File: config.mk
export PLATFORM = sky130hd
export DESIGN_NAME = msd_sqrt
export DESIGN_NICKNAME = d
export VERILOG_FILES = /design/src/rtl/msd_pkg.sv /design/src/rtl/msd_sqrt.sv
export SDC_FILE = /design/constraint.sdc
export NUM_CORES = 1
export LEC_CHECK = 0
export BUFFER_PORTS_ARGS = -buffer_cell sky130_fd_sc_hd__buf_4
export CELL_PAD_IN_SITES_DETAIL_PLACEMENT = 1
export CELL_PAD_IN_SITES_GLOBAL_PLACEMENT = 1
export CORE_MARGIN = 2
export CORE_UTILIZATION = 33
export DETAILED_ROUTE_END_ITERATION = 10
export GPL_ROUTABILITY_DRIVEN = 1
export PLACE_DENSITY = 0.68
export SYNTH_ARGS = -nofsm -noshare
export SYNTH_HDL_FRONTEND = slang
export SYNTH_SLANG_ARGS = --single-unit
export TNS_END_PERCENT = 10
File: constraint.sdc
create_clock -name clk -period 4 [get_ports clk]
set_input_delay 0.6 -clock clk [delete_from_list [all_inputs] [get_ports clk]]
set_output_delay 0.6 -clock clk [all_outputs]
set_load 0.01 [all_outputs]
File: src/rtl/msd_pkg.sv
`default_nettype none
// ----------------------------------------------------------------------------
// msd_pkg
// Shared constants, state encoding and status types of the mean and
// standard deviation block.
// ----------------------------------------------------------------------------
package msd_pkg;

	// Default sizing of the block
	localparam int MAX_SAMPLES_DEF = 1024;
	localparam int SAMPLE_BITS_DEF = 32;

	// Fixed result field widths
	localparam int MEAN_OUT_W  = 40;
	localparam int SD_OUT_W    = 40;
	localparam int COUNT_OUT_W = 11;

	// Fractional bits of the mean and of the deviation
	localparam int FRAC_BITS = 8;

	// Sequencer states
	typedef enum logic [3:0] {
		ST_LOAD,
		ST_MEAN_GO,
		ST_MEAN_WAIT,
		ST_PASS_GO,
		ST_PASS_WAIT,
		ST_VAR_GO,
		ST_VAR_WAIT,
		ST_ROOT_GO,
		ST_ROOT_WAIT,
		ST_EMIT
	} msd_state_t;

	// Status of a multi-cycle unit
	typedef struct packed {
		logic busy;
		logic done;
	} msd_unit_st_t;

endpackage

`default_nettype wire

File: src/rtl/msd_sqrt.sv
`default_nettype none
// ----------------------------------------------------------------------------
// msd_sqrt
// Floor integer square root by digit recurrence, one root bit per cycle.
// ----------------------------------------------------------------------------
module msd_sqrt import msd_pkg::*; #(
	parameter int RAD_W = 92
) (
	input  wire logic               clk,
	input  wire logic               arst_n,
	input  wire logic               start,
	input  wire logic [RAD_W-1:0]   radicand,
	output logic      [RAD_W/2-1:0] root,
	output msd_unit_st_t            st
);

	localparam int RT_W  = RAD_W / 2;
	localparam int REM_W = RT_W + 3;
	localparam int IT_W  = $clog2(RT_W + 1);

	logic             busy_q;
	logic             done_q;
	logic [IT_W-1:0]  iter_q;
	logic [RAD_W-1:0] rad_q;
	logic [RT_W-1:0]  root_q;
	logic [REM_W-1:0] rem_q;

	logic [REM_W-1:0] rem_sh;
	logic [REM_W-1:0] trial;
	logic             ge;

	// Bring down two radicand bits, trial subtract 4r+1
	always_comb begin
		rem_sh = {rem_q[REM_W-3:0], rad_q[RAD_W-1 -: 2]};
		trial  = REM_W'({root_q, 2'b01});
		ge     = rem_sh >= trial;
	end

	// Iteration control
	always_ff @(posedge clk or negedge arst_n) begin
		if (!arst_n) begin
			busy_q <= 1'b0;
			done_q <= 1'b0;
			iter_q <= '0;
		end else begin
			done_q <= 1'b0;
			if (start) begin
				busy_q <= 1'b1;
				iter_q <= IT_W'(RT_W);
			end else if (busy_q) begin
				iter_q <= iter_q - IT_W'(1);
				if (iter_q == IT_W'(1)) begin
					busy_q <= 1'b0;
					done_q <= 1'b1;
				end
			end
		end
	end

	// Root and partial remainder
	always_ff @(posedge clk) begin
		if (start) begin
			rad_q  <= radicand;
			root_q <= '0;
			rem_q  <= '0;
		end else if (busy_q) begin
			rad_q  <= {rad_q[RAD_W-3:0], 2'b00};
			root_q <= {root_q[RT_W-2:0], ge};
			rem_q  <= ge ? rem_sh - trial : rem_sh;
		end
	end

	assign root = root_q;
	assign st   = '{busy: busy_q, done: done_q};

endmodule

`default_nettype wire

==> results.json <==
{
  "r2r_slack_ns": 0.60,
  "numPortBuffers": 142,
  "avgSynthCellArea_um2": 9.91,
  "grt_max_degree": 93,
  "synth_cell_types": 59,
  "synth_common_cells": "nor2_1, dfxtp_1, edfxtp_1",
  "die_h_um": 186,
  "yosysTopAreaCell": "edfxtp_1",
  "tns_ns": 0,
  "drive_above_1_share": 0.235,
  "min_path_type": "in2reg",
  "p_leak_nw": 5.64,
  "viasPerCell": 5.01,
  "swShare": 0.429,
  "synth_edf_count": 92,
  "gr-total-overflow": 0,
  "seq_power_share": 0.283,
  "synth-main-ff-cell": "dfxtp_1",
  "max_freq_mhz": 294,
  "cpPeakStageDelay_ns": 0.59,
  "routed-via-count": 8328,
  "synth_nets": 1243,
  "die-area_mm2": 0.0344,
  "drc": 0,
  "antenna_found_initial": 0,
  "totalPowerFinal_mw": 9.07,
  "cts_root_buf": "clkbuf_16",
  "antenna_cells": 0,
  "regArea_mm2": 0.00483,
  "worstPathRequired_ns": 4.40,
  "max_slew_margin": 0.406,
  "synth_most_common_cell": "nor2_1",
  "clockBufferDepth": 2,
  "h-tree-depth": 4,
  "path_depth": 11,
  "reg2reg_from": "root[3]$_SDFFE_PP0P_",
  "grt_pass1_vias": 8767,
  "ys_seq_elements": 193,
  "end_kind": "register",
  "dr.pass1.iters": 4,
  "power_frac_clock": 0.197,
  "yosys.area.top_type_share": 0.254,
  "switching_power_mw": 3.89,
  "postCtsSetupRepairBufs": 0,
  "finalHoldViolCount": 0,
  "initial_core_util": 0.334,
  "clock_latency_ns": 0.46,
  "status": "completed",
  "grt_pass1_wl_mm": 45.7,
  "gp_congestion": 0.829,
  "grt_use_total": 0.168,
  "ir_drop_uv": 663,
  "synth-seq-area-share": 0.443,
  "cts_made_buffers": 17,
  "cp_top_family": "compound AO/OA/AOI/OAI gates",
  "num_rows": 66,
  "cts_sinks": 193,
  "ant_nets": 0,
  "drv_cap": 0,
  "min_from": "radicand[46]",
  "layout.nets": 1352,
  "design.portCount": 143,
  "powerDensity_mw_per_mm2": 699,
  "startpoint_type": "register",
  "clk_pin_slew_ns": 0.09,
  "worstPathArrival_ns": 3.79,
  "postSynth.asyncResetShare": 0.0415,
  "totalWireLength_mm": 28.2,
  "fp.dieW_um": 186,
  "drtIter0Drc": 356,
  "cp-endpoint": "rem_q[46]$_SDFFE_PP0P_",
  "nFillCells": 3724,
  "synthTopCellsByArea": "edfxtp_1, dfxtp_1, mux2_2",
  "postSynthCellCount": 1098,
  "path_max_fanout": 6,
  "yosysWarnings": 0,
  "syn2layout_area_growth_pct": 19.2,
  "worstSetupStartpoint": "root[3]$_SDFFE_PP0P_",
  "post-dp-hpwl_mm": 20.9,
  "syn-cell-area_mm2": 0.0109,
  "worst_pin_slew_ns": 0.891,
  "wl_per_cell_um": 16.9,
  "finalSetupViolCount": 0,
  "rr_worst_depth": 11,
  "maxSlewViolCount": 0,
  "timing.final.crit_period_ns": 3.40,
  "cp_cell_sequence": "inv_1 -> ha_1 -> a211oi_1 -> o211ai_1 -> o211ai_1 -> a21oi_1 -> a211oi_1 -> a21oi_1 -> mux2i_1 -> a2111oi_0 -> a221o_1",
  "cts_tree": "done",
  "cp_slowest_cell": "a211oi_1",
  "fin_crit_sh": 0.849,
  "core_mm2": 0.0325,
  "intPower_mw": 5.18,
  "hold_path_depth": 2,
  "reg2reg_to": "rem_q[46]$_SDFFE_PP0P_",
  "rsz0062_at_grt": "false",
  "crit_type": "reg2reg",
  "fin_worst_skew_ns": 0.0218,
  "crit_buf_inv": 1,
  "combPwrFrac": 0.521,
  "multi_input_area_mm2": 0.00550
}
cell usage in the layout, fill, tap and decap left out, types with 49 or more instances in the layout:
cell type / instances
mux2_2: 91
nand2_1: 67
o21ai_0: 49
nor2_1: 123
dfxtp_1: 93
a21oi_1: 77
buf_4: 148
ha_1: 50
inv_1: 73
edfxtp_1: 92
mux2i_1: 71
power by group through the flow:
stage / combinational (mW) / sequential [mW] / clock [mW]
CTS: 4.76 / 2.57 / 1.85
finish: 4.72 / 2.56 / 1.78
global placement: 4.66 / 2.60 / 0
detailed placement: 4.73 / 2.61 / 0
floorplan: 3.61 / 2.54 / 0
global route: 5.27 / 2.60 / 1.92
layer usage:
| layer | GRT usage | vias up | wire (um) |
|---|---|---|---|
| met2 | 0.279 | 149 | 13200 |
| met3 | 0.0583 | 14 | 2040 |
| met1 | 0.209 | 4010 | 12700 |
| li1 | - | 4155 | - |
| met4 | 0.0425 | 0 | 221 |
| met5 | 0 | - | 0 |
state kept, by name (all words and copies together), names as in the netlist:
register  cells
busy_q        1
done_q        1
iter_q        6
rad_q        92
rem_q        47
root         46
through the flow:
step                      instances  hold WS [ns]  setup WS (ns)   util  instance area (um2)
after floorplan                1098         0.304          0.757      -                10900
after global placement         1629         0.426          0.612  0.379                12300
after detailed placement       1629         0.426          0.607  0.379                12300
after CTS                      1662         0.407          0.579  0.399                13000
after global routing           1662         0.414          0.377  0.399                13000
final                          1662         0.432          0.604  0.399                13000
worst min-delay path by stage:
stage / end / slack, ns
floorplan: busy_q$_DFF_PN0_ / 0.30
CTS: rad_q[49]$_DFFE_PP_ / 0.41
global placement: iter_q[0]$_DFFE_PN0P_ / 0.43
detailed placement: iter_q[0]$_DFFE_PN0P_ / 0.43
global route: rad_q[40]$_DFFE_PP_ / 0.41
finish: rad_q[46]$_DFFE_PP_ / 0.43
worst reg2reg max path, cell delays in order, from the launching register on:
cell,delay (ns)
dfxtp_1,0.38
inv_1,0.06
ha_1,0.38
a211oi_1,0.34
o211ai_1,0.16
o211ai_1,0.40
a21oi_1,0.13
a211oi_1,0.59
a21oi_1,0.25
mux2i_1,0.18
a2111oi_0,0.32
a221o_1,0.16
area by class of cell:
type / count / area share
Clock inverter: 15 / 0.0149
Timing Repair Buffer: 153 / 0.0920
Clock buffer: 17 / 0.0328
Tap cell: 442 / 0.0426
Multi-Input combinational cell: 768 / 0.424
Sequential cell: 193 / 0.372
Inverter: 74 / 0.0215
logic make-up after synthesis:
logic type | after synthesis | synth area share
multiplexers | 162 | 0.159
AO/OA/AOI/OAI | 248 | 0.146
XOR/XNOR | 45 | 0.0362
AND/OR/NAND/NOR | 263 | 0.106
adder cells (fa/ha/maj) | 50 | 0.0575
buffers and inverters | 137 | 0.0516
flip-flops | 193 | 0.443
timing repair:
item                                   in CTS  in global routing
endpoints found under the hold margin       8                  0
hold buffers                                1                  0
gates resized for setup                     0                  0
setup endpoints to repair                   0                  0
No activity file was read; power rests on OpenSTA's default activity.
