<file path="src/rtl/msd_pkg.sv">
`default_nettype none
// ----------------------------------------------------------------------------
// msd_pkg
// Shared constants, state encoding and status types of the mean and
// standard deviation block.
// ----------------------------------------------------------------------------
package msd_pkg;

	// Default sizing of the block
	localparam int MAX_SAMPLES_DEF = 1024;
	localparam int SAMPLE_BITS_DEF = 32;

	// Fixed result field widths
	localparam int MEAN_OUT_W  = 40;
	localparam int SD_OUT_W    = 40;
	localparam int COUNT_OUT_W = 11;

	// Fractional bits of the mean and of the deviation
	localparam int FRAC_BITS = 8;

	// Sequencer states
	typedef enum logic [3:0] {
		ST_LOAD,
		ST_MEAN_GO,
		ST_MEAN_WAIT,
		ST_PASS_GO,
		ST_PASS_WAIT,
		ST_VAR_GO,
		ST_VAR_WAIT,
		ST_ROOT_GO,
		ST_ROOT_WAIT,
		ST_EMIT
	} msd_state_t;

	// Status of a multi-cycle unit
	typedef struct packed {
		logic busy;
		logic done;
	} msd_unit_st_t;

endpackage

`default_nettype wire

</file>
<file path="src/rtl/msd_sqacc.sv">
`default_nettype none
// ----------------------------------------------------------------------------
// msd_sqacc
// Second pass over the sample store: reads each held sample, forms its error
// against the mean, squares it from three narrow partial products and sums
// the squares exactly. One sample enters per cycle.
// ----------------------------------------------------------------------------
module msd_sqacc import msd_pkg::*; #(
	parameter int MAX_SAMPLES = MAX_SAMPLES_DEF,
	parameter int SAMPLE_BITS = SAMPLE_BITS_DEF
) (
	input  wire logic                                   clk,
	input  wire logic                                   arst_n,
	input  wire logic                                   start,
	input  wire logic [$clog2(MAX_SAMPLES+1)-1:0]       n,
	input  wire logic signed [SAMPLE_BITS+FRAC_BITS:0]  mean,
	output logic      [$clog2(MAX_SAMPLES)-1:0]         rd_addr,
	input  wire logic [SAMPLE_BITS-1:0]                 rd_data,
	output logic [2*(SAMPLE_BITS+FRAC_BITS)+$clog2(MAX_SAMPLES+1)
		+($clog2(MAX_SAMPLES+1)%2)-1:0]                 acc,
	output msd_unit_st_t                                st
);

	localparam int CNT_W  = $clog2(MAX_SAMPLES + 1);
	localparam int ADDR_W = $clog2(MAX_SAMPLES);
	localparam int ERR_W  = SAMPLE_BITS + FRAC_BITS + 1;
	localparam int EM_W   = SAMPLE_BITS + FRAC_BITS;
	localparam int SQ_W   = 2 * EM_W;
	localparam int ACC_W  = SQ_W + CNT_W + (CNT_W % 2);
	localparam int LO_W   = (EM_W + 1) / 2;
	localparam int HI_W   = EM_W - LO_W;

	logic              busy_q;
	logic              issue_q;
	logic              done_q;
	logic [CNT_W-1:0]  idx_q;
	logic              v_s1, v_s2, v_s3, v_s4;

	logic signed [ERR_W-1:0] x_ext;
	logic signed [ERR_W-1:0] err;
	logic [ERR_W-1:0]        err_mag;

	logic [EM_W-1:0]         em_s2;
	logic [2*LO_W-1:0]       pp_ll_s3;
	logic [LO_W+HI_W-1:0]    pp_lh_s3;
	logic [2*HI_W-1:0]       pp_hh_s3;
	logic [SQ_W-1:0]         sq_s4;
	logic [ACC_W-1:0]        acc_q;

	// Issue reads, track pipeline occupancy
	always_ff @(posedge clk or negedge arst_n) begin
		if (!arst_n) begin
			busy_q  <= 1'b0;
			issue_q <= 1'b0;
			done_q  <= 1'b0;
			idx_q   <= '0;
			v_s1    <= 1'b0;
			v_s2    <= 1'b0;
			v_s3    <= 1'b0;
			v_s4    <= 1'b0;
		end else begin
			done_q <= 1'b0;
			v_s1   <= issue_q;
			v_s2   <= v_s1;
			v_s3   <= v_s2;
			v_s4   <= v_s3;
			if (start) begin
				busy_q  <= 1'b1;
				issue_q <= 1'b1;
				idx_q   <= '0;
			end else if (issue_q) begin
				idx_q <= idx_q + CNT_W'(1);
				if (idx_q + CNT_W'(1) == n) begin
					issue_q <= 1'b0;
				end
			end else if (busy_q && !v_s1 && !v_s2 && !v_s3 && !v_s4) begin
				busy_q <= 1'b0;
				done_q <= 1'b1;
			end
		end
	end

	assign rd_addr = idx_q[ADDR_W-1:0];

	// Error against the mean, magnitude
	always_comb begin
		x_ext   = {rd_data[SAMPLE_BITS-1], rd_data, {FRAC_BITS{1'b0}}};
		err     = x_ext - mean;
		err_mag = err[ERR_W-1] ? -err : err;
	end

	// Square through partial products, accumulate
	always_ff @(posedge clk) begin
		em_s2    <= err_mag[EM_W-1:0];
		pp_ll_s3 <= em_s2[LO_W-1:0] * em_s2[LO_W-1:0];
		pp_lh_s3 <= em_s2[LO_W-1:0] * em_s2[EM_W-1:LO_W];
		pp_hh_s3 <= em_s2[EM_W-1:LO_W] * em_s2[EM_W-1:LO_W];
		sq_s4    <= (SQ_W'(pp_hh_s3) << (2 * LO_W)) + (SQ_W'(pp_lh_s3) << (LO_W + 1))
			+ SQ_W'(pp_ll_s3);
		if (start) begin
			acc_q <= '0;
		end else if (v_s4) begin
			acc_q <= acc_q + ACC_W'(sq_s4);
		end
	end

	assign acc = acc_q;
	assign st  = '{busy: busy_q, done: done_q};

endmodule

`default_nettype wire

</file>
<file path="config.mk">
export PLATFORM = sky130hd
export DESIGN_NAME = msd_sqacc
export DESIGN_NICKNAME = d
export VERILOG_FILES = /design/src/rtl/msd_pkg.sv /design/src/rtl/msd_sqacc.sv
export SDC_FILE = /design/constraint.sdc
export NUM_CORES = 2
export LEC_CHECK = 0
export ABC_AREA = 1
export BUFFER_PORTS_ARGS = -buffer_cell sky130_fd_sc_hd__clkbuf_2
export CAP_MARGIN = 30
export CORE_UTILIZATION = 59
export CTS_CLUSTER_DIAMETER = 60
export CTS_CLUSTER_SIZE = 30
export DETAILED_ROUTE_END_ITERATION = 16
export GPL_TIMING_DRIVEN = 0
export HOLD_SLACK_MARGIN = 0.03
export PLACE_DENSITY = 0.79
export SLEW_MARGIN = 10
export SYNTH_ARGS = -nofsm -noshare
export SYNTH_HDL_FRONTEND = slang
export SYNTH_SLANG_ARGS = --single-unit
</file>
<file path="constraint.sdc">
create_clock -name clk -period 6.1 [get_ports clk]
set_clock_uncertainty 0.1 [all_clocks]
set_input_delay 0.305 -clock clk [delete_from_list [all_inputs] [get_ports clk]]
set_output_delay 0.305 -clock clk [all_outputs]
set_load 0.03 [all_outputs]
</file>
==> impl_metrics.csv <==
group,metric,value,unit
clock_tree,path_clk_slew,0.09,ns
route,postRouteAntennaNets,0,
cells_and_area,fillers,7993,
worst_setup_path,end_kind,"register",
clock_tree,htreeDepth,2,
cells_and_area,stdcell_count,10200,
clock_tree,root_buffer,"clkbuf_16",
worst_setup_path,cp_data_required_time,6.45,ns
yosys,synth_top_area_share,29.0,%
cells_and_area,fin_area,71600,sq um
global_route,grt_max_degree,28,
placed_design,io_buffers,190,
yosys,yosysWarnings,0,
sta,clock.fmax,0.148,GHz
clock_tree,cts.sinks,347,
route,drtIter0Drc,5978,
yosys,synth_enable_flop_cells,0,
route,avgViaCountPerCell,5.76,
worst_setup_path,path_common_cell,"fa_1",
sta,setup_slack,-0.635,ns
placed_design,dp_slack,-2.45,ns
sta,period_share,110,%
route,routed_wl,233000,um
placed_design,dpl-instance-area,63400,sq um
outcome,outcome,"finished with violations",
yosys,muxShareOfSynthArea,0,%
sta,layout_min_cycle_time,6.73,ns
route,first_pass_iters,7,
yosys,synth_compound_area_share,8.45,%
yosys,ys_types,55,
worst_setup_path,path_max_fanout,10,
worst_setup_path,cp_slowest_cell,"fa_1",
floorplanning,die_w,322,um
route,drc,0,
yosys,synthCells,8287,
global_route,grt_pass1_wl,331000,um
yosys,synth-xor-area-share,4.23,%
placed_design,place.gp.congestion,1.04,
worst_setup_path,slowest_delay,0.55,ns
yosys,synth.area.top_cells,"fa_1 (29%), inv_1 (13%), ha_1 (13%)",
floorplanning,io_pins,191,
worst_setup_path,crit_path_start_kind,"register",
floorplanning,die_h,322,um
clock_tree,clk_latency,0.61,ns
floorplanning,initial_utilization,59.5,%
sta,drv_slew,0,
yosys,ys_ff_latch,347,
yosys,synth_area,60500,sq um
global_route,antenna_found_initial,8,
hold_path,hp-class,"input port to register",
worst_setup_path,crit_chain,"clkbuf_16 > buf_12 > nand2_1 > fa_1 > fa_1 > inv_2 > fa_1 > fa_1 > fa_1 > fa_1 > inv_2 > fa_1 > inv_2 > ha_4 > nand2_4 > nor2_2 > inv_1 > nor2_1 > nand2_1 > o21ai_4 > a21oi_1 > xnor2_2",
yosys,postSynthAreaPerCell,7.30,sq um
worst_setup_path,critPathBufInv,6,
sta,relSlewSlack,30.7,%
placed_design,place_inst,9854,
yosys,synth_most_common_cell,"inv_1",
global_route,overflow,0,
outcome,violations,"setup timing",
sta,rsz0062_at_grt,"true",
yosys,synth_top_cell_by_area,"fa_1",
clock_tree,cts_made_buffers,36,
cells_and_area,area_growth,18.4,%
floorplanning,dieArea,104000,sq um
yosys,synth_commonest_cells,"inv_1 (2070), nand2_1 (1787), fa_1 (877)",
yosys,synth_seq_area_share,11.6,%
yosys,yosys.area_share.simple,19.7,%
yosys,synth_top_family_by_area,"adder cells",
cells_and_area,drive_gt1_share,14.4,%
floorplanning,core.rowCount,117,
floorplanning,core_area,102000,sq um
sta,finalHoldViolations,0,
yosys,synthAdderAreaFrac,41.6,%
global_route,grt_usage,42.8,%
clock_tree,ctsLongestPathBuffers,3,
sta,setup-violations-final,67,
clock_tree,cts_tree,"yes",
yosys,synth_fp_nets,9860,
placed_design,dp_hpwl,175000,um
route,wl_per_cell,22.9,um
global_route,grt_pass1_vias,58300,
worst_setup_path,cp_top_family,"adder cells",
cells_and_area,fin_nets,10300,
sta,worstMarginPinSlew,1.04,ns
worst_setup_path,crit_type,"register to register",
route,vias,58600,
run,drv_cap,0,
yosys,synthFlopType,"dfxtp_1",
yosys,ys_async_sr_fraction,5.19,%
sta,whs,0.0598,ns
worst_setup_path,arrival,7.08,ns
==> cell usage in the layout, fill, tap and decap left out, types with 21 or more instances in the layout <==
cell type  synthesis  layout
o21a_1            22      22
ha_1             609     544
nand3_1          206     192
nand2_4            2      24
o21ai_2            3      28
a31oi_1           40      24
inv_2             15      78
dfxtp_4            0      30
o21ai_0          295     246
xor2_1           188     172
a21o_1            33      33
dfxtp_1          329     291
o21bai_1          31      27
clkbuf_1         120      25
buf_4             12     227
a21oi_1          416     358
o21ai_1           11      26
nand2_2           19      75
xnor2_1          104      91
buf_6              2      45
clkbuf_2           0     203
ha_4               0      60
a21oi_2            0      35
inv_1           2070    2004
buf_12             0      43
clkbuf_8           0      21
nand2_1         1787    1708
nor2_4             6      26
nor2_1           724     679
nand4_1           60      60
nor2_2             9      34
clkbuf_16          0      73
a21oi_4            0      23
nor3_1            59      54
fa_2               0      36
fa_1             877     841
==> worst paths after layout <==
| check | slack (ns) | depth (start not counted) | from | end |
|---|---|---|---|---|
| min in group asynchronous | 0.07 | 2 | arst_n | v_s4 |
| max in group asynchronous | 5.51 | 2 | arst_n | idx_q[8] |
| max | -0.63 | 22 | em_s2[39] | pp_lh_s3[35] |
| min | 0.06 | 4 | mean[3] | em_s2[3] |
| max reg2reg | -0.63 | 22 | em_s2[39] | pp_lh_s3[35] |
| min reg2reg | 0.23 | 0 | pp_ll_s3[18] | sq_s4[18] |
==> layout make-up <==
type | instances | area, sq um | area share, %
Inverter | 2086 | 7840 | 10.9
Buffer | 206 | 2690 | 3.76
Tap cell | 1368 | 1710 | 2.39
Clock inverter | 26 | 385 | 0.538
Sequential cell | 347 | 7160 | 10.0
Clock buffer | 40 | 990 | 1.38
Timing Repair Buffer | 451 | 3270 | 4.57
Antenna cell | 5 | 12.5 | 0.0175
Multi-Input combinational cell | 5645 | 47600 | 66.4
==> flip-flops by register name, indices dropped and copies added (netlist names) <==
register,cells
acc,92
busy_q,1
done_q,1
em_s2,40
idx_q,11
issue_q,1
pp_hh_s3,39
pp_lh_s3,40
pp_ll_s3,39
sq_s4,79
v_s1,1
v_s2,1
v_s3,1
v_s4,1
==> tightest hold or removal path: stages <==
cell and delay, ns:
clkbuf_2 0.13, nand2_1 0.06, nand2_1 0.12, xnor2_1 0.09
==> repair_timing <==
| action | CTS | global route |
|---|---|---|
| setup endpoints to repair | 90 | 73 |
| pin swaps | 107 | 197 |
| setup buffers | 103 | 131 |
| endpoints found under the hold margin | 28 | 0 |
| resized for setup | 802 | 475 |
| cloned | 1 | 6 |
| hold buffers | 10 | 0 |
==> cell families (layout without fill, tap and decap cells) <==
kind of cell | after synthesis | count (layout)
other | 0 | 5
adder cells (fa/ha/maj) | 1486 | 1486
buffers and inverters | 2295 | 2809
AO/OA/AOI/OAI | 924 | 924
XOR/XNOR | 292 | 292
AND/OR/NAND/NOR | 2943 | 2943
flip-flops | 347 | 347
==> metal layers <==
layer | wire [um] | up-vias | GRT usage [%]
li1 | - | 25900 | -
met1 | 81900 | 27700 | 51.1
met2 | 101000 | 3854 | 67.1
met3 | 29000 | 1201 | 12.2
met4 | 20600 | 8 | 28.8
met5 | 153 | - | 0
==> stage by stage <==
step                      setup TNS, ns  util (%)
after floorplan                 -0.0121         -
after global routing             -28.04      70.4
after global placement          -112.99      62.2
after CTS                         -4.98      67.5
final                            -21.11      70.4
after detailed placement        -117.62      62.3
Power is left out: the tool's default activity adds up to more than one toggle a clock period on the data nets, which glitch-free logic cannot reach.
