--- config.mk ---
export PLATFORM = sky130hd
export DESIGN_NAME = msd_div
export DESIGN_NICKNAME = d
export VERILOG_FILES = /design/src/rtl/msd_pkg.sv /design/src/rtl/msd_div.sv
export SDC_FILE = /design/constraint.sdc
export NUM_CORES = 1
export LEC_CHECK = 0
export BUFFER_PORTS_ARGS = -buffer_cell sky130_fd_sc_hd__buf_4
export CAP_MARGIN = 20
export CORE_MARGIN = 2
export CORE_UTILIZATION = 33
export DETAILED_ROUTE_END_ITERATION = 12
export PLACE_DENSITY = 0.62
export SLEW_MARGIN = 5
export SYNTH_ARGS = -nofsm -noshare
export SYNTH_HDL_FRONTEND = slang
export SYNTH_SLANG_ARGS = --single-unit
export TNS_END_PERCENT = 1
--- constraint.sdc ---
create_clock -name clk -period 8.1 [get_ports clk]
set_input_delay 0 -clock clk [delete_from_list [all_inputs] [get_ports clk]]
set_output_delay 0 -clock clk [all_outputs]
set_load 0.05 [all_outputs]
--- src/rtl/msd_pkg.sv ---
`default_nettype none
// ----------------------------------------------------------------------------
// msd_pkg
// Shared constants, state encoding and status types of the mean and
// standard deviation block.
// ----------------------------------------------------------------------------
package msd_pkg;

	// Default sizing of the block
	localparam int MAX_SAMPLES_DEF = 1024;
	localparam int SAMPLE_BITS_DEF = 32;

	// Fixed result field widths
	localparam int MEAN_OUT_W  = 40;
	localparam int SD_OUT_W    = 40;
	localparam int COUNT_OUT_W = 11;

	// Fractional bits of the mean and of the deviation
	localparam int FRAC_BITS = 8;

	// Sequencer states
	typedef enum logic [3:0] {
		ST_LOAD,
		ST_MEAN_GO,
		ST_MEAN_WAIT,
		ST_PASS_GO,
		ST_PASS_WAIT,
		ST_VAR_GO,
		ST_VAR_WAIT,
		ST_ROOT_GO,
		ST_ROOT_WAIT,
		ST_EMIT
	} msd_state_t;

	// Status of a multi-cycle unit
	typedef struct packed {
		logic busy;
		logic done;
	} msd_unit_st_t;

endpackage

`default_nettype wire

--- src/rtl/msd_div.sv ---
`default_nettype none
// ----------------------------------------------------------------------------
// msd_div
// Restoring unsigned divider, one quotient bit per cycle. Divides a wide
// dividend by a narrow nonzero divisor; the quotient stays valid after done.
// ----------------------------------------------------------------------------
module msd_div import msd_pkg::*; #(
	parameter int DIV_W = 92,
	parameter int DVS_W = 11
) (
	input  wire logic             clk,
	input  wire logic             arst_n,
	input  wire logic             start,
	input  wire logic [DIV_W-1:0] dividend,
	input  wire logic [DVS_W-1:0] divisor,
	output logic      [DIV_W-1:0] quotient,
	output msd_unit_st_t          st
);

	localparam int IT_W = $clog2(DIV_W + 1);

	logic             busy_q;
	logic             done_q;
	logic [IT_W-1:0]  iter_q;
	logic [DIV_W-1:0] quo_q;
	logic [DVS_W-1:0] rem_q;
	logic [DVS_W-1:0] dvs_q;

	logic [DVS_W:0]   rem_sh;
	logic             ge;
	logic [DVS_W:0]   rem_sub;

	// Shift in next dividend bit, trial subtract
	always_comb begin
		rem_sh  = {rem_q, quo_q[DIV_W-1]};
		ge      = rem_sh >= {1'b0, dvs_q};
		rem_sub = rem_sh - {1'b0, dvs_q};
	end

	// Iteration control
	always_ff @(posedge clk or negedge arst_n) begin
		if (!arst_n) begin
			busy_q <= 1'b0;
			done_q <= 1'b0;
			iter_q <= '0;
		end else begin
			done_q <= 1'b0;
			if (start) begin
				busy_q <= 1'b1;
				iter_q <= IT_W'(DIV_W);
			end else if (busy_q) begin
				iter_q <= iter_q - IT_W'(1);
				if (iter_q == IT_W'(1)) begin
					busy_q <= 1'b0;
					done_q <= 1'b1;
				end
			end
		end
	end

	// Quotient and remainder registers
	always_ff @(posedge clk) begin
		if (start) begin
			quo_q <= dividend;
			rem_q <= '0;
			dvs_q <= divisor;
		end else if (busy_q) begin
			quo_q <= {quo_q[DIV_W-2:0], ge};
			rem_q <= ge ? rem_sub[DVS_W-1:0] : rem_sh[DVS_W-1:0];
		end
	end

	assign quotient = quo_q;
	assign st       = '{busy: busy_q, done: done_q};

endmodule

`default_nettype wire

==> flow_summary.json, run 1 <==
{
  "cts_sinks": 123,
  "route.met2.wl_um": 7110,
  "gp_congestion": 0.780,
  "yosysUniqueCellTypes": 49,
  "dr.pass1.iters": 4,
  "tightest_slew_ns": 1.01,
  "fin_setup_tns_ns": 0,
  "cts_tree": "built",
  "track_usage_pct": 15.6,
  "p_per_area_nw_per_um2": 247,
  "cts_buffers": 17,
  "cts_root_buffer": "clkbuf_16",
  "diodes": 0,
  "drcViolationCount": 0,
  "endpoint_kind": "register",
  "finalNetCount": 812,
  "rsz0062_at_grt": "no",
  "drv_slew": 0,
  "max-cap-violations": 0,
  "die_area_um2": 18400,
  "dp_hpwl_um": 9040,
  "via_count": 4324,
  "met3_length_um": 860,
  "wirelength_um": 14000,
  "hold_class": "in2reg",
  "post_cts_resized": 0,
  "drt_iter0_markers": 226,
  "slew_headroom_pct": 32.5,
  "overflow": 0,
  "worstPathArrival_ns": 2.88,
  "path_clk_slew_ns": 0.05,
  "synth-seq-area-share_pct": 62.0,
  "crit_required_ns": 8.14,
  "n_fill_cell": 1420,
  "grt_max_degree": 76,
  "synthFlopType": "edfxtp_1",
  "place_area_um2": 7400,
  "p_int_mw": 1.53,
  "wl_per_cell_um": 15.0,
  "clock_latency_ns": 0.41,
  "grt_pass1_wl_um": 22300,
  "final-setup-viol-count": 0,
  "switching_share_pct": 31.4,
  "met1_length_um": 5740,
  "avgViaCountPerCell": 4.65,
  "crit_path_start_kind": "register",
  "die_h_um": 135,
  "p_seq_share_pct": 37.0,
  "post-cts-setup-buffers": 0,
  "ys_ff_latch": 123,
  "final_hold_viol_count": 0,
  "start_util_pct": 33.3,
  "highest_layer": "met4",
  "synth_fp_nets": 507,
  "outcome": "finished clean",
  "layout_common_cells": "buf_4, dlygate4sd3_1, edfxtp_1, mux2_2, nor2_1",
  "clk_path_buf_depth": 2,
  "period_minus_slack_ns": 2.84,
  "synthToLayoutAreaGrowth_pct": 58.3,
  "fin_skew_ns": 0.0133,
  "synthArstFlopShare_pct": 7.32,
  "final_area_um2": 9030,
  "io_buffers": 199,
  "grt_pass1_vias": 4608,
  "combPwrFrac_pct": 29.2,
  "drive_gt1_share_pct": 47.0,
  "ir_worst_vdd_v": 0.000142,
  "antenna_found_initial": 0,
  "fmax_mhz": 352,
  "syn_avg_cell_area_um2": 14.7,
  "final_common_cell": "buf_4",
  "critical_path_class": "reg2reg",
  "min_period_over_period_pct": 35.1,
  "clkPwrFrac_pct": 33.8,
  "yosys_warnings": 0,
  "p_switching_uw": 699,
  "io_pins": 200,
  "die_w_um": 135,
  "core_um2": 17100,
  "syn-instance-count": 387,
  "ant_nets": 0,
  "worstPathMaxFanout": 52,
  "htree_levels": 4,
  "fp-row-count": 48,
  "synth_edf_count": 103,
  "netlist_area_um2": 5710,
  "leakage_nw": 3.77
}
-- final cells by class --
type / instances / area (um2) / share of cell area [%]
Sequential cell: 123 / 3540 / 39.2
Inverter: 18 / 68.8 / 0.762
Timing Repair Buffer: 306 / 2560 / 28.3
Clock inverter: 14 / 155 / 1.72
Tap cell: 225 / 282 / 3.12
Multi-Input combinational cell: 226 / 2000 / 22.2
Clock buffer: 17 / 425 / 4.71
-- power groups by stage --
stage | clock [mW] | sequential [mW] | combinational [mW]
floorplan | 0 | 1.01 | 0.260
global placement | 0 | 0.834 | 0.603
finish | 0.753 | 0.825 | 0.651
CTS | 0.775 | 0.825 | 0.653
global route | 0.799 | 0.835 | 0.697
detailed placement | 0 | 0.835 | 0.610
-- cell families after synthesis --
group                    synth area share, %
AO/OA/AOI/OAI                           5.07
XOR/XNOR                                1.54
AND/OR/NAND/NOR                         5.64
multiplexers                            19.6
adder cells (fa/ha/maj)                 3.20
buffers and inverters                   2.89
flip-flops                              62.0
-- flip-flops by register name, summed over array words and instances, names as in the netlist --
name,count
quotient,92
iter_q,7
rem_q,11
done_q,1
busy_q,1
dvs_q,11
-- cells in the mapped netlist, types with 2 or more instances --
cell type	n	area [um2]
a211oi_1	8	60.1
a21oi_1	5	25.0
a311oi_1	2	17.5
buf_1	10	37.5
buf_4	2	15.0
buf_6	2	22.5
clkbuf_1	6	22.5
dfrtp_1	9	225
dfxtp_1	11	220
edfxtp_1	103	3090
ha_1	13	163
inv_1	17	63.8
mux2_2	92	1040
mux2i_1	7	70.1
nand2_1	9	33.8
nand2b_1	7	43.8
nand3_1	3	15.0
nor2_1	22	82.6
nor2b_1	2	12.5
nor3_1	3	15.0
nor4b_1	2	17.5
o211ai_1	2	15.0
o21a_1	2	15.0
o21ai_0	10	50.1
o21ai_2	2	17.5
o22ai_1	2	12.5
o31a_1	2	17.5
or3_1	3	18.8
xnor2_1	8	70.1
xor2_1	2	17.5
-- per-stage QoR --
step	std cells	utilization [%]	hold WS [ns]	setup slack (ns)	power, mW
6_report	929	52.8	0.306	5.26	2.23
5_1_grt	929	52.8	0.287	5.00	2.33
4_1_cts	929	52.8	0.287	5.22	2.25
3_5_place_dp	793	43.2	-0.168	5.20	1.45
3_3_place_gp	793	43.2	-0.173	5.34	1.44
2_1_floorplan	387	-	-0.296	4.81	1.27
-- metal layers --
layer	vias up	global-route usage, %
met3	18	5.13
met2	133	26.8
li1	2064	-
met4	0	6.19
met5	-	0
met1	2109	18.0
-- what timing repair did --
item | 4_1_cts | 5_1_grt
setup endpoints to repair | 0 | 0
hold buffers | 105 | 0
endpoints found under the hold margin | 112 | 0
-- worst paths after layout --
check | cells after the start | slack, ns | start | endpoint
min in group asynchronous | 3 | 0.60 | arst_n | done_q
worst max-delay path | 3 | 5.26 | busy_q | quotient[17]
worst min-delay path | 2 | 0.31 | divisor[7] | dvs_q[7]
max in group asynchronous | 3 | 7.19 | arst_n | iter_q[4]
worst min register to register | 2 | 0.50 | rem_q[4] | rem_q[4]
worst max register to register | 3 | 5.26 | busy_q | quotient[17]
-- worst max-delay path: stages (launching register included) --
cell	delay [ns]
dfrtp_1	1.00
nor2_1	0.19
clkinv_2	0.54
buf_4	0.68
Note: power is estimated with default switching activity, not from simulation.
==> inputs of run 2 (changes only) <==
clock period = 2.72 ns   (was 8.1 ns; I/O delays follow)
==> flow_summary.json, run 2 (synthesized netlist as in run 1, its figures left out) <==
{
  "switching_share_pct": 31.3,
  "synthToLayoutAreaGrowth_pct": 60.5,
  "grt_use_met1_pct": 18.5,
  "r2r_slack_ns": 0.23,
  "r2r_cells": 10,
  "dr.pass1.iters": 4,
  "p_switching_mw": 2.14,
  "antenna_found_initial": 0,
  "rr_endpoint": "rem_q[10]",
  "outcome": "finished clean",
  "fp-row-count": 48,
  "cts_sinks": 123,
  "rsz0062_at_grt": "no",
  "max-cap-violations": 0,
  "top_usage_layer": "met2",
  "grt_max_degree": 67,
  "multi_input_area_um2": 2010,
  "track_usage_pct": 15.9,
  "drive_gt1_share_pct": 47.8,
  "largest_reg_flops": 92,
  "dp_hpwl_um": 9070,
  "drcViolationCount": 0,
  "gp_congestion": 0.839,
  "post-cts-setup-buffers": 0,
  "fin_skew_ns": 0.00932,
  "core_um2": 17100,
  "wl_per_cell_um": 15.3,
  "fmax_mhz": 402,
  "die_area_um2": 18400,
  "clkPwrFrac_pct": 34.9,
  "tightest_slew_ns": 0.804,
  "leakage_nw": 3.84,
  "grt_pass1_vias": 4624,
  "fin_setup_tns_ns": 0,
  "critPathCapture": "rem_q[10]",
  "layout_common_cells": "buf_4, dlygate4sd3_1, edfxtp_1, mux2_2, nor2_1",
  "use_met2_pct": 27.1,
  "io_pins": 200,
  "overflow": 0,
  "ir_worst_vdd_v": 0.000416,
  "hold_class": "in2reg",
  "io_buffers": 199,
  "die_w_um": 135,
  "wirelength_um": 14300,
  "p_total_mw": 6.83,
  "r2r_start": "quotient[91]",
  "crit_path_start_kind": "register",
  "clock_latency_ns": 0.41,
  "p_per_area_nw_per_um2": 746,
  "slew_headroom_pct": 46.4,
  "worstPathMaxFanout": 7,
  "avgViaCountPerCell": 4.60,
  "finalNetCount": 818,
  "cts_tree": "built",
  "final_hold_viol_count": 0,
  "worstPathArrival_ns": 2.80,
  "startpoint": "quotient[91]",
  "start_util_pct": 33.3,
  "combPwrFrac_pct": 29.1,
  "final-setup-viol-count": 0,
  "pre_cts_ws_ns": 0.189,
  "critical_path_class": "reg2reg",
  "endpoint_kind": "register",
  "htree_levels": 4,
  "n_fill_cell": 1409,
  "grt_pass1_wl_um": 22700,
  "slowest_delay_ns": 0.42,
  "crit_path_top_delay_cell": "fa_1",
  "cts_buffers": 17,
  "ant_nets": 0,
  "drv_slew": 0,
  "clk_path_buf_depth": 2,
  "path_clk_slew_ns": 0.06,
  "crit_chain": "inv_1, ha_1, fa_1, nor2b_1, o31a_1, o21ai_2, o21ai_4, buf_4, o31ai_1, a311oi_1",
  "diodes": 0,
  "final_common_cell": "buf_4",
  "regArea_um2": 3540,
  "min_period_over_period_pct": 91.5,
  "crit_required_ns": 3.03,
  "p_int_mw": 4.70,
  "post-route-worst-setup-slack_ns": 0.232,
  "p_seq_share_pct": 36.0,
  "met3_usage_pct": 5.80,
  "cts_root_buffer": "clkbuf_16",
  "drt_iter0_markers": 211,
  "die_h_um": 135,
  "period_minus_slack_ns": 2.49,
  "via_count": 4307
}
## run 2: worst min-delay path by stage
stage	end	start	slack [ns]	cells after the start
5_1_grt	dvs_q[7]	divisor[7]	0.29	2
3_5_place_dp	done_q	arst_n	-0.17	1
6_report	dvs_q[2]	divisor[2]	0.30	2
3_3_place_gp	iter_q[4]	arst_n	-0.17	1
2_1_floorplan	busy_q	arst_n	-0.30	0
4_1_cts	dvs_q[7]	divisor[7]	0.28	2
## run 2: power by group through the flow
stage                     registers, mW  logic (mW)  clock network [mW]
after global routing               2.49        2.12                2.52
final                              2.46        1.99                2.39
after CTS                          2.46        1.98                2.46
after detailed placement           2.49        1.84                   0
after floorplan                    3.01       0.775                   0
after global placement             2.49        1.81                   0
## run 2: per-layer routing
metal / share of wire, % / wire length, um
met4: 1.1 / 155
met5: 0 / 0
met3: 5.9 / 844
met2: 51 / 7370
met1: 42 / 5950
## run 2: layout make-up
type	count	area share, %
sequential	123	38.6
multi-input combinational	226	22.0
clock buffer	17	4.64
inverter	18	0.779
timing repair buffer	312	28.7
clock inverter	15	2.16
tap	225	3.07
## run 2: worst max-delay path, delay by kind of cell (launching register included)
kind                       cells  cell delay, ns
DFF                            1            0.36
and+or+nand+nor                1            0.17
buffers and inverters          2            0.27
adders and majority gates      2            0.64
AOI/OAI and AO/OA              5            0.95
## run 2: metrics by stage
step | hold WS [ns] | cells | cell area [um2] | utilization [%]
finish | 0.302 | 936 | 9160 | 53.5
global route | 0.286 | 936 | 9160 | 53.5
CTS | 0.282 | 936 | 9150 | 53.5
detailed placement | -0.167 | 798 | 7470 | 43.6
global placement | -0.167 | 798 | 7470 | 43.6
floorplan | -0.296 | 387 | 5710 | -
## run 2: what timing repair did
| action | in CTS | in global routing |
|---|---|---|
| setup endpoints to repair | 0 | 1 |
| hold endpoints to repair | 113 | 0 |
| hold buffers | 106 | 0 |
| resized for setup | 0 | 1 |
